$ cat src/design/assert_macros.svh
// Assertion macros used by the slot allocator sequencer.
`ifndef ASSERT_MACROS_SVH
`define ASSERT_MACROS_SVH

// Checked on every rising edge while out of reset.
`define SARD_ASSERT(name, clk, rst_n, prop) \
  name: assert property (@(posedge clk) disable iff (!rst_n) (prop)) \
    else $error("slot allocator assertion failed");

// Checked on every rising edge, reset included.
`define SARD_ASSERT_ALWAYS(name, clk, prop) \
  name: assert property (@(posedge clk) (prop)) \
    else $error("slot allocator assertion failed");

`endif

$ cat src/design/sard_pkg.sv
// Types and constants of the slot allocator with reuse delay.
package sard_pkg;

  localparam int SLOT_W     = 9;
  localparam int HW_W       = 10;
  localparam int TIME_W     = 32;
  localparam int MS_W       = 16;
  localparam int CFG_IDX_W  = 2;
  localparam int CFG_DATA_W = 16;

  localparam int RST_FIRST_SLOT    = 33;
  localparam int RST_GRACE_MS      = 2000;
  localparam int RST_QUARANTINE_MS = 500;

  // register indexes of the configuration port
  localparam logic [CFG_IDX_W-1:0] CFG_FIRST_SLOT    = 2'd0;
  localparam logic [CFG_IDX_W-1:0] CFG_GRACE_MS      = 2'd1;
  localparam logic [CFG_IDX_W-1:0] CFG_QUARANTINE_MS = 2'd2;

  // action codes
  localparam logic ACT_ALLOC = 1'b0;
  localparam logic ACT_FREE  = 1'b1;

  typedef struct packed {
    logic              action;
    logic [SLOT_W-1:0] slot_index;
    logic [TIME_W-1:0] now_ms;
  } sard_in_t;

  typedef struct packed {
    logic [SLOT_W-1:0] granted_slot;
    logic              table_full;
    logic [HW_W-1:0]   high_water;
  } sard_out_t;

  typedef struct packed {
    logic [SLOT_W-1:0] first_slot;
    logic [MS_W-1:0]   grace_ms;
    logic [MS_W-1:0]   quarantine_ms;
  } sard_cfg_t;

  // write enables and the busy write bit towards the two slot memories
  typedef struct packed {
    logic busy_we;
    logic busy_wd;
    logic stamp_we;
  } sard_mem_ctl_t;

endpackage

$ cat src/design/sard_cfg.sv
// Configuration registers of the slot allocator.
module sard_cfg (
  input  logic                                clk_i,
  input  logic                                rst_ni,
  input  logic                                cfg_we_i,
  input  logic [sard_pkg::CFG_IDX_W-1:0]      cfg_idx_i,
  input  logic [sard_pkg::CFG_DATA_W-1:0]     cfg_wdata_i,
  output sard_pkg::sard_cfg_t                 cfg_o
);
  import sard_pkg::*;

  sard_cfg_t cfg_q, cfg_d;

  always_comb begin
    cfg_d = cfg_q;
    if (cfg_we_i) begin
      unique case (cfg_idx_i)
        CFG_FIRST_SLOT:    cfg_d.first_slot    = cfg_wdata_i[SLOT_W-1:0];
        CFG_GRACE_MS:      cfg_d.grace_ms      = cfg_wdata_i[MS_W-1:0];
        CFG_QUARANTINE_MS: cfg_d.quarantine_ms = cfg_wdata_i[MS_W-1:0];
        default:           cfg_d = cfg_q;
      endcase
    end
  end

  always_ff @(posedge clk_i or negedge rst_ni) begin
    if (!rst_ni) begin
      cfg_q.first_slot    <= SLOT_W'(RST_FIRST_SLOT);
      cfg_q.grace_ms      <= MS_W'(RST_GRACE_MS);
      cfg_q.quarantine_ms <= MS_W'(RST_QUARANTINE_MS);
    end else begin
      cfg_q <= cfg_d;
    end
  end

  assign cfg_o = cfg_q;

endmodule

$ cat config.mk
export PLATFORM = sky130hd
export DESIGN_NAME = sard_cfg
export DESIGN_NICKNAME = d
export VERILOG_FILES = /design/src/design/assert_macros.svh /design/src/design/sard_pkg.sv /design/src/design/sard_cfg.sv
export SDC_FILE = /design/constraint.sdc
export NUM_CORES = 1
export LEC_CHECK = 0
export BUFFER_PORTS_ARGS = -buffer_cell sky130_fd_sc_hd__buf_2
export CELL_PAD_IN_SITES_DETAIL_PLACEMENT = 1
export CELL_PAD_IN_SITES_GLOBAL_PLACEMENT = 1
export CORE_MARGIN = 4
export CORE_UTILIZATION = 39
export CTS_CLUSTER_SIZE = 40
export DETAILED_ROUTE_END_ITERATION = 8
export HOLD_SLACK_MARGIN = 0.1
export PLACE_DENSITY = 0.74
export SLEW_MARGIN = 20
export SYNTH_ARGS = -nofsm -noshare
export SYNTH_HDL_FRONTEND = slang
export SYNTH_SLANG_ARGS = --single-unit
$ cat constraint.sdc
create_clock -name clk_i -period 1.3 [get_ports clk_i]
set_clock_uncertainty 0.2 [all_clocks]
set_input_delay 0.065 -clock clk_i [delete_from_list [all_inputs] [get_ports clk_i]]
set_output_delay 0.065 -clock clk_i [all_outputs]
set_load 0.05 [all_outputs]
# == After elaboration in Yosys (flattened, before gate mapping) ==
# Index checks and enable logic that the tools add are counted.
# word_totals
reg_bits,41
latchBits,0
ram_bits,0
romBits,0
out_inout_bits,41
mem_count,0
# classes
addsub,0
mul,0
n_div,0
order_cmp,0
eq_ne,2
n_shift,0
muxes,0
bitwise,0
n_reduce_logical,4
# ops
operator,n
2-bit AND reduction,3
"2-bit by 1-bit == test with 1-bit output, second input constant",1
"2-bit == test, second input constant",1
2-bit logical NOT,1

# == Depth between registers and ports, before layout ==
# depth
ltp_word,2
mapped_depth,3

# == Worst setup path after synthesis ==
# OpenSTA, ideal clock, no wires.
# synth_timing
path_type,register to register
from,reg cfg_o[0] (netlist name)
to,reg cfg_q (netlist bit cfg_o[0])
setup_ns,0.125
arrival_ns,0.866
required_ns,0.975
path_slack_ns,0.110
path_stages_with_launch,2
period_less_slack_ns,1.190
path_cell_list,dfrtp_1 > mux2_2
# synth_lines
element,line_no,rtl
"end signal, assigned",sard_cfg.sv:32,cfg_q <= cfg_d;
"end, declared",sard_cfg.sv:12,"sard_cfg_t cfg_q, cfg_d;"

==> run_results.csv <==
group,metric,value,unit
placed_design,final_weighted_congestion_in_routability_driven_placement,0.710,
routing,drt_drc_violations_left,0,
setup_path,critical-path-max-stage-delay,0.56,ns
logic_synthesis,synth_seq_cells,41,
floorplan,die_width,73.3,um
min_path,min_path_cells,4,
timing,finalMaxSlewViolations,0,
global_route,grt_first_pass_wirelength,5940,um
routing,route.antenna.remaining_nets,0,
cts,post_cts.repair.setup_buffers,0,
setup_path,path_class,"input pin to asynchronous set/reset pin",
final_layout,fin_area,2460,um^2
global_route,global_routing_usage_summed_across_all_routing_layers,14.7,%
cts,cts_htree_levels,2,
setup_path,cells_traversed_along_the_worst_timing_path,"dlygate4sd3_1, dlygate4sd3_1, buf_4, clkbuf_16",
routing,routed_wl,3910,um
timing,final.period_utilization,97.6,%
cts,clock_pin_slew_on_the_worst_setup_and_hold_paths,0.07,ns
setup_path,critPathMostFrequentCell,"sky130_fd_sc_hd__dlygate4sd3_1",
global_route,largest_net_degree_at_the_start_of_global_routing,42,
setup_path,required,1.52,ns
floorplan,placement_rows,23,
timing,max_freq,788,MHz
power_and_ir_drop,power.density_cell_area,1780,nW/um^2
logic_synthesis,yosysSeqAreaShare,62.8,%
setup_path,critical_path_peak_fanout,10,
power_and_ir_drop,fin_total_pwr,4370,uW
timing,post-route-min-period,1.27,ns
floorplan,floorplan.core_area,4060,um^2
cts,tritoncts_buffer_count,5,
setup_path,cp_num_buf_inv,4,
outcome,status,"finished clean",
setup_path,cp-end-kind,"asynchronous set/reset pin",
logic_synthesis,yosysWarnings,0,
global_route,via_count_of_the_first_global_routing_pass,1174,
placed_design,place_area,2040,um^2
final_layout,largest_reg_flops,41,
timing,hold_vio_cnt_final,0,
logic_synthesis,synthCells,88,
cts,ctsRootBufferMaster,"sky130_fd_sc_hd__clkbuf_8",
placed_design,dp.final_hpwl,2560,um
final_layout,final_cell_utilization_of_the_core,60.6,%
logic_synthesis,yosysUniqueCellTypes,8,
setup_path,worst_setup_path_start_kind,"input pin",
floorplan,io-pin-count,62,
power_and_ir_drop,p_leak,0.00122,uW
final_layout,drive_gt1_share,74.6,%
final_layout,area_growth,47.8,%
logic_synthesis,postSynthNetCount,109,
cts,tritoncts,"yes",
setup_path,reg2regPathDepth,1,
final_layout,antenna-diode-count,0,
floorplan,die-area,5370,um^2
setup_path,cp_data_arrival_time,1.49,ns
run,max_cap_viol_count,0,
logic_synthesis,post_synth_instance_area,1660,um^2
setup_path,cp_top_family,"buffers and inverters",
global_route,grt_antenna_before_repair,0,
routing,avgViaCountPerCell,4.69,
setup_path,cpMaxStageDelayCell,"sky130_fd_sc_hd__dlygate4sd3_1",
routing,drt_first_iter_violations,23,
timing,final_number_of_setup_violating_endpoints,0,
floorplan,effective_utilization_at_floorplan,41.0,%
timing,fin_hold_ws,0.157,ns
routing,detail_route.first_pass.iterations,4,
cts,worstSkewPairLatency,0.28,ns
setup_path,timing.critical_path.depth,4,
routing,vias_post_dr,1064,
timing,setup_repair_after_global_routing_missed_its_margin,"no",
timing,worst_slew_pin_slew,0.334,ns
power_and_ir_drop,worst_ir_drop_vdd,0.00106,V
cts,tritoncts_sinks,41,
global_route,grt_overflow_total,0,
final_layout,final_net_count,197,
final_layout,layout.filler_cells,399,
timing,timing.max_slew.rel_slack,77.8,%
placed_design,port_buffers,61,
logic_synthesis,syn-mean-instance-area,18.9,um^2
routing,post_drt_wl_per_cell,17.2,um
cts,ctsLongestPathBuffers,2,
min_path,worstHoldPathType,"input pin to flop",
floorplan,die_height,73.3,um
layout make-up:
| class | instances | area (um^2) | area share, % |
|---|---|---|---|
| tap | 50 | 62.6 | 2.55 |
| sequential | 41 | 1040 | 42.5 |
| clock inverter | 1 | 5.00 | 0.204 |
| clock buffer | 7 | 96.3 | 3.92 |
| multi-input combinational | 44 | 589 | 24.0 |
| timing repair buffer | 84 | 661 | 26.9 |
synth_stat cells:
master                      n  area [um^2]
sky130_fd_sc_hd__dfrtp_1   27          676
sky130_fd_sc_hd__mux2_2    21          236
sky130_fd_sc_hd__buf_4      1         7.51
sky130_fd_sc_hd__nor3b_2    1         12.5
sky130_fd_sc_hd__nand3b_4   2         40.0
sky130_fd_sc_hd__mux2_4    20          300
sky130_fd_sc_hd__buf_6      2         22.5
sky130_fd_sc_hd__dfstp_2   14          368
report_power, final:
part           internal [uW]  leakage, uW  switching, uW
registers               1580     0.000467            159
clock network            479    0.0000542            406
logic                    608     0.000699           1140
total                   2670      0.00122           1700
metrics by stage:
stage	std cells	TNS (ns)	worst slack (ns)
2_1_floorplan	88	0	0.110
3_3_place_gp	199	0	0.0180
3_5_place_dp	199	-0.0168	-0.0111
4_1_cts	225	0	0.000286
5_1_grt	227	0	0.00365
6_report	227	0	0.0309
final timing paths:
kind	start	endpoint	slack, ns
setup / recovery	rst_ni	cfg_o[6]	0.03
hold / removal	cfg_idx_i[0]	cfg_o[33]	0.16
setup reg to reg	cfg_o[11]	cfg_o[11]	0.32
hold reg to reg	cfg_o[17]	cfg_o[17]	0.30
max in group clk_i	cfg_o[8]	cfg_o[8]	0.03
min in group asynchronous	rst_ni	cfg_o[0]	0.68
tightest hold or removal path, cell delays in order:
cell,delay [ns]
sky130_fd_sc_hd__buf_2,0.13
sky130_fd_sc_hd__nor3b_2,0.06
sky130_fd_sc_hd__buf_4,0.14
sky130_fd_sc_hd__mux2_2,0.21
logic make-up (layout without fill, tap and decap cells):
kind of cell / after synthesis / count (layout) / synth area share [%]
mux: 41 / 41 / 32.3
flops: 41 / 41 / 62.8
simple gates: 3 / 3 / 3.16
buf+inv: 3 / 92 / 1.81
cells in the final DEF (no fill, tap or decap):
cell type / count
sky130_fd_sc_hd__nand3b_4: 2
sky130_fd_sc_hd__mux2_2: 21
sky130_fd_sc_hd__buf_2: 46
sky130_fd_sc_hd__mux2_4: 20
sky130_fd_sc_hd__buf_6: 14
sky130_fd_sc_hd__dlygate4sd3_1: 18
sky130_fd_sc_hd__dfstp_2: 14
sky130_fd_sc_hd__dfrtp_1: 27
sky130_fd_sc_hd__clkinv_2: 1
sky130_fd_sc_hd__nor3b_2: 1
sky130_fd_sc_hd__buf_4: 3
sky130_fd_sc_hd__clkbuf_16: 2
sky130_fd_sc_hd__clkbuf_8: 7
sky130_fd_sc_hd__buf_12: 1
metal layers:
metal / track usage, % / part of all wire, % / up-vias
met4: 4.23 / 1.1 / 0
met1: 18.7 / 43 / 525
met5: 0 / 0 / -
met2: 23.8 / 47 / 50
met3: 5.06 / 9.2 / 4
li1: - / - / 485
repair_timing:
item | CTS | global route
hold buffers | 18 | 0
cloned | 0 | 2
resized for setup | 17 | 13
endpoints found under the hold margin | 82 | 0
setup endpoints to repair | 14 | 43
No activity file was read; power rests on OpenSTA's default activity.
