File: src/design/assert_macros.svh
// Assertion macros used by the slot allocator sequencer.
`ifndef ASSERT_MACROS_SVH
`define ASSERT_MACROS_SVH

// Checked on every rising edge while out of reset.
`define SARD_ASSERT(name, clk, rst_n, prop) \
  name: assert property (@(posedge clk) disable iff (!rst_n) (prop)) \
    else $error("slot allocator assertion failed");

// Checked on every rising edge, reset included.
`define SARD_ASSERT_ALWAYS(name, clk, prop) \
  name: assert property (@(posedge clk) (prop)) \
    else $error("slot allocator assertion failed");

`endif

File: src/design/sard_pkg.sv
// Types and constants of the slot allocator with reuse delay.
package sard_pkg;

  localparam int SLOT_W     = 9;
  localparam int HW_W       = 10;
  localparam int TIME_W     = 32;
  localparam int MS_W       = 16;
  localparam int CFG_IDX_W  = 2;
  localparam int CFG_DATA_W = 16;

  localparam int RST_FIRST_SLOT    = 33;
  localparam int RST_GRACE_MS      = 2000;
  localparam int RST_QUARANTINE_MS = 500;

  // register indexes of the configuration port
  localparam logic [CFG_IDX_W-1:0] CFG_FIRST_SLOT    = 2'd0;
  localparam logic [CFG_IDX_W-1:0] CFG_GRACE_MS      = 2'd1;
  localparam logic [CFG_IDX_W-1:0] CFG_QUARANTINE_MS = 2'd2;

  // action codes
  localparam logic ACT_ALLOC = 1'b0;
  localparam logic ACT_FREE  = 1'b1;

  typedef struct packed {
    logic              action;
    logic [SLOT_W-1:0] slot_index;
    logic [TIME_W-1:0] now_ms;
  } sard_in_t;

  typedef struct packed {
    logic [SLOT_W-1:0] granted_slot;
    logic              table_full;
    logic [HW_W-1:0]   high_water;
  } sard_out_t;

  typedef struct packed {
    logic [SLOT_W-1:0] first_slot;
    logic [MS_W-1:0]   grace_ms;
    logic [MS_W-1:0]   quarantine_ms;
  } sard_cfg_t;

  // write enables and the busy write bit towards the two slot memories
  typedef struct packed {
    logic busy_we;
    logic busy_wd;
    logic stamp_we;
  } sard_mem_ctl_t;

endpackage

File: src/design/sard_ctrl.sv
// Sequencer of the slot allocator: clearing pass, free, first-fit scan.
`include "assert_macros.svh"

module sard_ctrl #(
  parameter int SLOT_COUNT = 512
) (
  input  logic                          clk_i,
  input  logic                          rst_ni,
  input  sard_pkg::sard_cfg_t           cfg_i,
  input  logic                          start,
  output logic                          busy,
  input  sard_pkg::sard_in_t            item_i,
  output logic                          done_o,
  output sard_pkg::sard_out_t           result_o,
  output logic [$clog2(SLOT_COUNT)-1:0] mem_addr_o,
  output sard_pkg::sard_mem_ctl_t       mem_ctl_o,
  output logic [sard_pkg::TIME_W-1:0]   stamp_wd_o,
  input  logic                          busy_rd_i,
  input  logic [sard_pkg::TIME_W-1:0]   stamp_rd_i
);
  import sard_pkg::*;

  localparam int AddrW = $clog2(SLOT_COUNT);
  localparam int CntW  = $clog2(SLOT_COUNT + 1);
  localparam int CmpW  = (CntW > HW_W) ? CntW : HW_W;
  localparam int UsedRst = (RST_FIRST_SLOT < SLOT_COUNT) ? RST_FIRST_SLOT : SLOT_COUNT;
  localparam logic [CmpW-1:0]  SlotCnt  = CmpW'(SLOT_COUNT);
  localparam logic [CmpW-1:0]  LastSlot = CmpW'(SLOT_COUNT - 1);
  localparam logic [AddrW-1:0] LastAddr = AddrW'(SLOT_COUNT - 1);

  localparam logic [1:0] ST_CLEAR = 2'd0;
  localparam logic [1:0] ST_IDLE  = 2'd1;
  localparam logic [1:0] ST_SCAN  = 2'd2;

  logic [1:0]        state_q, state_d;
  logic [AddrW-1:0]  clr_q, clr_d;
  logic [CmpW-1:0]   scan_q, scan_d;
  logic              pend_q, pend_d;
  logic [CmpW-1:0]   pend_addr_q, pend_addr_d;
  logic [TIME_W-1:0] now_q, now_d;
  logic [CntW-1:0]   used_q, used_d;
  logic              done_q, done_d;
  sard_out_t         result_q, result_d;

  logic [CmpW-1:0]   first_ext, used_ext, idx_ext, cand, tgt;
  logic              hit;

  assign first_ext = CmpW'(cfg_i.first_slot);
  assign used_ext  = CmpW'(used_q);
  assign idx_ext   = CmpW'(item_i.slot_index);
  assign cand      = (first_ext > used_ext) ? first_ext : used_ext;

  // read data belongs to the slot addressed in the previous cycle
  assign hit = pend_q && !busy_rd_i &&
               ((stamp_rd_i < TIME_W'(cfg_i.grace_ms)) ||
                ((now_q - stamp_rd_i) > TIME_W'(cfg_i.quarantine_ms)));

  always_comb begin
    state_d     = state_q;
    clr_d       = clr_q;
    scan_d      = scan_q;
    pend_d      = 1'b0;
    pend_addr_d = pend_addr_q;
    now_d       = now_q;
    used_d      = used_q;
    done_d      = 1'b0;
    result_d    = result_q;
    tgt         = cand;
    mem_addr_o  = scan_q[AddrW-1:0];
    mem_ctl_o   = '0;
    stamp_wd_o  = now_q;

    unique case (state_q)
      ST_CLEAR: begin
        mem_addr_o         = clr_q;
        mem_ctl_o.busy_we  = 1'b1;
        mem_ctl_o.stamp_we = 1'b1;
        stamp_wd_o         = '0;
        clr_d              = clr_q + 1'b1;
        if (clr_q == LastAddr) begin
          state_d = ST_IDLE;
        end
      end
      ST_IDLE: begin
        if (start) begin
          if (item_i.action == ACT_FREE) begin
            if (idx_ext < SlotCnt) begin
              mem_addr_o         = idx_ext[AddrW-1:0];
              mem_ctl_o.busy_we  = 1'b1;
              mem_ctl_o.stamp_we = 1'b1;
              stamp_wd_o         = item_i.now_ms;
            end
            done_d   = 1'b1;
            result_d = '{granted_slot: item_i.slot_index, table_full: 1'b0,
                         high_water: used_ext[HW_W-1:0]};
          end else begin
            scan_d  = first_ext;
            now_d   = item_i.now_ms;
            state_d = ST_SCAN;
          end
        end
      end
      ST_SCAN: begin
        if (hit) begin
          mem_addr_o        = pend_addr_q[AddrW-1:0];
          mem_ctl_o.busy_we = 1'b1;
          mem_ctl_o.busy_wd = 1'b1;
          done_d            = 1'b1;
          result_d = '{granted_slot: pend_addr_q[SLOT_W-1:0], table_full: 1'b0,
                       high_water: used_ext[HW_W-1:0]};
          state_d  = ST_IDLE;
        end else if (scan_q < used_ext) begin
          pend_d      = 1'b1;
          pend_addr_d = scan_q;
          scan_d      = scan_q + 1'b1;
        end else begin
          // nothing reusable: take the slot at the mark (or first_slot if higher), or the last when full
          if (cand >= SlotCnt) begin
            tgt = LastSlot;
          end else begin
            used_d = CntW'(cand + 1'b1);
          end
          mem_addr_o        = tgt[AddrW-1:0];
          mem_ctl_o.busy_we = 1'b1;
          mem_ctl_o.busy_wd = 1'b1;
          done_d            = 1'b1;
          result_d = '{granted_slot: tgt[SLOT_W-1:0], table_full: (cand >= SlotCnt),
                       high_water: HW_W'(used_d)};
          state_d  = ST_IDLE;
        end
      end
      default: begin
        state_d = ST_IDLE;
      end
    endcase
  end

  always_ff @(posedge clk_i or negedge rst_ni) begin
    if (!rst_ni) begin
      state_q <= ST_CLEAR;
      clr_q   <= '0;
      pend_q  <= 1'b0;
      used_q  <= CntW'(UsedRst);
      done_q  <= 1'b0;
    end else begin
      state_q <= state_d;
      clr_q   <= clr_d;
      pend_q  <= pend_d;
      used_q  <= used_d;
      done_q  <= done_d;
    end
  end

  always_ff @(posedge clk_i) begin
    scan_q      <= scan_d;
    pend_addr_q <= pend_addr_d;
    now_q       <= now_d;
    result_q    <= result_d;
  end

  assign busy     = (state_q != ST_IDLE);
  assign done_o   = done_q;
  assign result_o = result_q;

  `SARD_ASSERT_ALWAYS(a_used_bounded, clk_i, (!rst_ni || (used_q <= CntW'(SLOT_COUNT))))
  `SARD_ASSERT(a_scan_below_mark, clk_i, rst_ni, (pend_d |-> (scan_q < used_ext)))
  `SARD_ASSERT(a_mark_only_on_alloc, clk_i, rst_ni, ((state_q != ST_SCAN) |=> $stable(used_q)))
  `SARD_ASSERT(a_full_takes_last, clk_i, rst_ni,
    ((done_q && result_q.table_full) |-> (result_q.granted_slot == LastSlot[SLOT_W-1:0])))

endmodule

File: config.mk
export PLATFORM = sky130hd
export DESIGN_NAME = sard_ctrl
export DESIGN_NICKNAME = d
export VERILOG_FILES = /design/src/design/sard_pkg.sv /design/src/design/sard_ctrl.sv
export VERILOG_INCLUDE_DIRS = /design/src /design/src/design
export SDC_FILE = /design/constraint.sdc
export NUM_CORES = 1
export LEC_CHECK = 0
export BUFFER_PORTS_ARGS = -buffer_cell sky130_fd_sc_hd__buf_4
export CAP_MARGIN = 20
export CORE_MARGIN = 2
export CORE_UTILIZATION = 58
export DETAILED_ROUTE_END_ITERATION = 8
export PLACE_DENSITY = 0.84
export SYNTH_ARGS = -nofsm -noshare
export SYNTH_HDL_FRONTEND = slang
export SYNTH_SLANG_ARGS = --single-unit
File: constraint.sdc
create_clock -name clk_i -period 10.8 [get_ports clk_i]
set_input_delay 2.16 -clock clk_i [delete_from_list [all_inputs] [get_ports clk_i]]
set_output_delay 2.16 -clock clk_i [all_outputs]
set_load 0.005 [all_outputs]
Word level (Yosys, flattened, before mapping)
Cells that the tools add are included.

word-level totals
  flip-flop bits (word level) = 94
  bits of input ports = 119
  output and inout bits = 66

operators by class
  reduce and logical (&&, ||, !) cells = 12
  bitwise logic cells = 3
  equality and inequality tests = 11
  $add $sub $neg = 4
  mux-type cells = 45
  $lt $le $gt $ge = 6

operator list
  operator                                                                        count
  32-bit 2-to-1 mux                                                               3
  20-bit 2-to-1 mux                                                               4
  32-bit one-hot mux with 2 select lines                                          1
  10-bit 2-to-1 mux                                                               6
  9-bit 2-to-1 mux                                                                6
  20-bit one-hot mux with 2 select lines                                          1
  32-bit by 16-bit greater-than comparator with 1-bit output                      1
  32-bit by 16-bit less-than comparator with 1-bit output                         1
  32-bit subtractor                                                               1
  9-bit one-hot mux with 3 select lines                                           1
  10-bit by 1-bit adder with 10-bit output (second input constant)                2
  10-bit one-hot mux with 2 select lines                                          1
  2-bit 2-to-1 mux                                                                7
  2-bit inequality test (second input constant)                                   6
  1-bit 2-to-1 mux                                                                11
  10-bit >= comparator (second input constant)                                    1
  9-bit by 10-bit greater-than comparator with 1-bit output                       1
  10-bit less-than comparator                                                     1
  9-bit by 10-bit less-than comparator with 1-bit output (second input constant)  1
  9-bit by 1-bit adder with 9-bit output (second input constant)                  1
  9-bit == test (second input constant)                                           1
  3-bit AND reduction                                                             3
  4-bit AND reduction                                                             2
  2-bit one-hot mux with 3 select lines                                           1
  other kinds (13)                                                                17

Logic depth before layout (Yosys ltp)
  depth after elaboration = 7
  mapped depth = 23
  mapped depth without buffers = 21

Worst setup path before layout
OpenSTA, ideal clock, no wires.

  kind = input to output
  start = input stamp_rd_i[0] in the netlist's numbering
  end = output mem_addr_o[3]
  data arrival time = 6.407 ns
  setup slack = 2.233 ns
  stages = 21
  data required time = 8.640 ns
  cells stage by stage = ha_1 -> fa_1 -> nand2b_1 -> a21oi_1 -> nor2_1 -> o21ai_0 -> a31oi_1 -> o21ba_2 -> xnor2_1 -> ha_1 -> nand4_1 -> nor4_1 -> nor2_1 -> a2bb2oi_1 -> o2111ai_1 -> nor4_4 -> nand4_4 -> nand2_1 -> and3_1 -> clkbuf_1 -> a211o_1

between the ends
  longest elaborated chain between the ends = 6
  elaborated cells on any way between the ends = 7
  classes of those cells = 1 x add/sub; 2 x order compare; 2 x mux; 2 x reduce/logical

ends and longest elaborated chain
  element                                                     RTL line          source
  start: declaration                                          sard_ctrl.sv:19   input logic [sard_pkg::TIME_W-1:0] stamp_rd_i
  32-bit subtractor                                           sard_ctrl.sv:56   ((now_q - stamp_rd_i) > TIME_W'(cfg_i.quarantine_ms)));
  32-bit by 16-bit greater-than comparator with 1-bit output  sard_ctrl.sv:56
  1-bit logical OR (*)                                        sard_ctrl.sv:55   ((stamp_rd_i < TIME_W'(cfg_i.grace_ms)) ||
  1-bit logical AND (*)                                       sard_ctrl.sv:54   assign hit = pend_q && !busy_rd_i &&
  9-bit 2-to-1 mux (*)                                        sard_ctrl.sv:104  if (hit) begin
  9-bit one-hot mux with 3 select lines (*)                   sard_ctrl.sv:73   unique case (state_q)
  end: declaration                                            sard_ctrl.sv:15   output logic [$clog2(SLOT_COUNT)-1:0] mem_addr_o,

Every way passes the cells marked *; elsewhere a longest branch is shown, timed or not.

==> results.toml <==
[synthesis]
synth_fp_nets = 1141
ys_types = 86
yosys.area.top_type = "edfxtp_1"
syn_avg_cell_area_sq_um = 9.07
syn_area_sq_um = 8460
syn_inst = 933
netlist_top_cells_area = "edfxtp_1 25%, ha_1 13%, dfrtp_1 6.2%"
synth_top_area_share = 0.252
yosysSeqAreaShare = 0.320
ys_warn_count = 0
synthArstFlopShare = 0.245
synth_edf_count = 71
synth-seq-cells = 94
synthFlopType = "edfxtp_1"

[floorplan]
initial_core_util = 0.589
core_sq_um = 14400
row_count = 44
io-pin-count = 185
die_area_sq_um = 15600
fp.dieW_um = 125
fp.dieH_um = 125

[placed_design]
io_buffers = 184
dp_cells = 1266
gp_congestion = 0.975
placed_area_sq_um = 9950
place_ws_ns = 1.01
place_hpwl_um = 19400

[clock_tree]
htree_levels = 3
post_cts_buffers = 0
cts_tree = "built"
cts_hold_buf = 0
cts_buffer_depth = 2
cts_made_buffers = 9
clk_latency_ns = 0.36
root_buffer = "clkbuf_16"
cts_resized = 0
cts.sinks = 94
clk_pin_slew_ns = 0.07

[drt]
antenna_left = 0
via_per_inst = 6.27
firstDrtPassIters = 6
routed_wl_um = 24700
drc_errors = 0
vias = 8042
wire_per_inst_um = 19.3
drt-initial-drc-count = 689

[finish]
instances_no_fill = 1282
antennaDiodeCount = 0
fillerInstances = 1169
fin_nets = 1301
drive_above_1_share = 0.219
finalCoreUtilization = 0.712
area_delta_synth_final_pct = 21.0
stdcell_area_sq_um = 10200

[pwr]
leakagePower_nw = 4.77
p_total_mw = 1.57
irDropWorstVdd_uv = 144
power_density_nw_per_um2 = 154

[hold_path]
min_path_cells = 1
hp-class = "flop to flop"

[status]
status = "finished, final reports clean"

[grt]
grt.overflow.total = 0
grt_antenna_before_repair = 0
track_usage = 0.310
grt_max_degree = 41
grt_pass1_vias = 7464
grt_pass1_wl_um = 38700

[sta]
setup_viol = 0
fin_crit_ns = 9.95
holdWs_ns = 0.533
worstMarginPinSlew_ns = 1.05
setup_ws_ns = 0.853
finalClockSkew_ns = 0.00941
slew_viol_final = 0
finalHoldViolations = 0
rsz0062_at_grt = "false"
max_freq_ghz = 0.101
fin_tns_setup_ns = 0
maxSlewHeadroom = 0.303
fin_crit_sh = 0.921

[critical_path]
cp_top_family = "simple AND/OR/NAND/NOR gates"
critPathSlowestCell = "nand2_1"
critPathCaptureType = "output port"
crit_type = "input pin to output port"
critPathMaxFanout = 19
rrSetupSlack_ns = 3.98
arrival_ns = 7.79
cp_common_cell = "buf_4"
reg2reg_depth = 22
start_kind = "input pin"
cp_num_cells = 23
cp_cell_sequence = "buf_4, ha_1, fa_1, nand2b_1, a21oi_1, nor2_1, o21ai_0, a31oi_1, o21ba_2, xnor2_1, ha_1, nand4_1, nor4_1, nor2_1, a2bb2oi_1, o2111ai_1, nor4_4, nand4_4, nand2_1, buf_4, a21oi_1, o21a_1, buf_4"
crit_path_max_incr_delay_ns = 0.58
path_buf_inv = 3
required_ns = 8.64

[run]
drv_cap = 0
-- metal layers --
metal,up-vias,part of all wire,global-route usage
li1,3814,-,-
met3,39,0.071,0.0460
met1,3826,0.42,0.409
met5,-,0,0
met4,0,0.021,0.0820
met2,363,0.49,0.534
-- final cells by class --
type                            count  area, sq um  area share
Sequential cell                    94         2710       0.265
Clock inverter                      7         61.3     0.00599
Multi-Input combinational cell    701         5210       0.509
Clock buffer                        9          225      0.0220
Timing Repair Buffer              191         1430       0.140
Tap cell                          184          230      0.0225
Inverter                           96          360      0.0352
-- worst paths after layout --
path | from | end
hold reg to reg | clr_q[0] | clr_q[0]
max in group asynchronous | rst_ni | used_ext[0]
hold / removal | clr_q[0] | clr_q[0]
setup / recovery | stamp_rd_i[0] | mem_ctl_o[2]
setup reg to reg | now_q[0] | scan_q[9]
min in group asynchronous | rst_ni | used_ext[9]
-- cells in the mapped netlist, types with 12 or more instances --
cell type / instances
xor2_1: 16
a22o_1: 37
nand2b_1: 14
o21ai_1: 13
nor3_1: 16
nand4_1: 24
nand2_1: 60
xnor2_1: 21
nand3_1: 32
mux2i_1: 24
a21oi_1: 64
dfrtp_1: 21
mux2_2: 12
edfxtp_1: 71
a21o_1: 24
clkbuf_1: 29
o21ai_0: 28
inv_1: 95
nor2_1: 55
o21a_1: 15
mux2_1: 13
ha_1: 88
-- report_power, final --
part	switching (mW)	internal, mW	total (mW)
combinational	0.407	0.341	0.748
clock	0.155	0.161	0.316
sequential	0.0502	0.460	0.510
-- state kept, by name, indices dropped and copies added (netlist names) --
| signal | cells |
|---|---|
| state_q | 2 |
| scan_q | 10 |
| clr_q | 9 |
| now_q | 32 |
| done_o | 1 |
| used_ext | 10 |
| pend_addr_q | 9 |
| pend_q | 1 |
| result_o | 20 |
-- cell usage in the layout (no fill, tap or decap), types with 21 or more instances in the layout --
| master | count |
|---|---|
| buf_4 | 191 |
| inv_1 | 95 |
| ha_1 | 88 |
| edfxtp_1 | 71 |
| a21oi_1 | 62 |
| nand2_1 | 60 |
| nor2_1 | 54 |
| a22o_1 | 37 |
| nand3_1 | 32 |
| o21ai_0 | 28 |
| nand4_1 | 24 |
| a21o_1 | 24 |
| mux2i_1 | 24 |
| xnor2_1 | 21 |
| dfrtp_1 | 21 |
-- cell families (layout without fill, tap and decap cells) --
family	after synthesis	after routing	synth area share
buffers and inverters	138	303	0.0648
AO/OA/AOI/OAI	269	269	0.225
XOR/XNOR	37	37	0.0383
AND/OR/NAND/NOR	257	257	0.157
multiplexers	49	49	0.0617
adder cells (fa/ha/maj)	89	89	0.132
flip-flops	94	94	0.320
No activity file was read; power rests on OpenSTA's default activity.
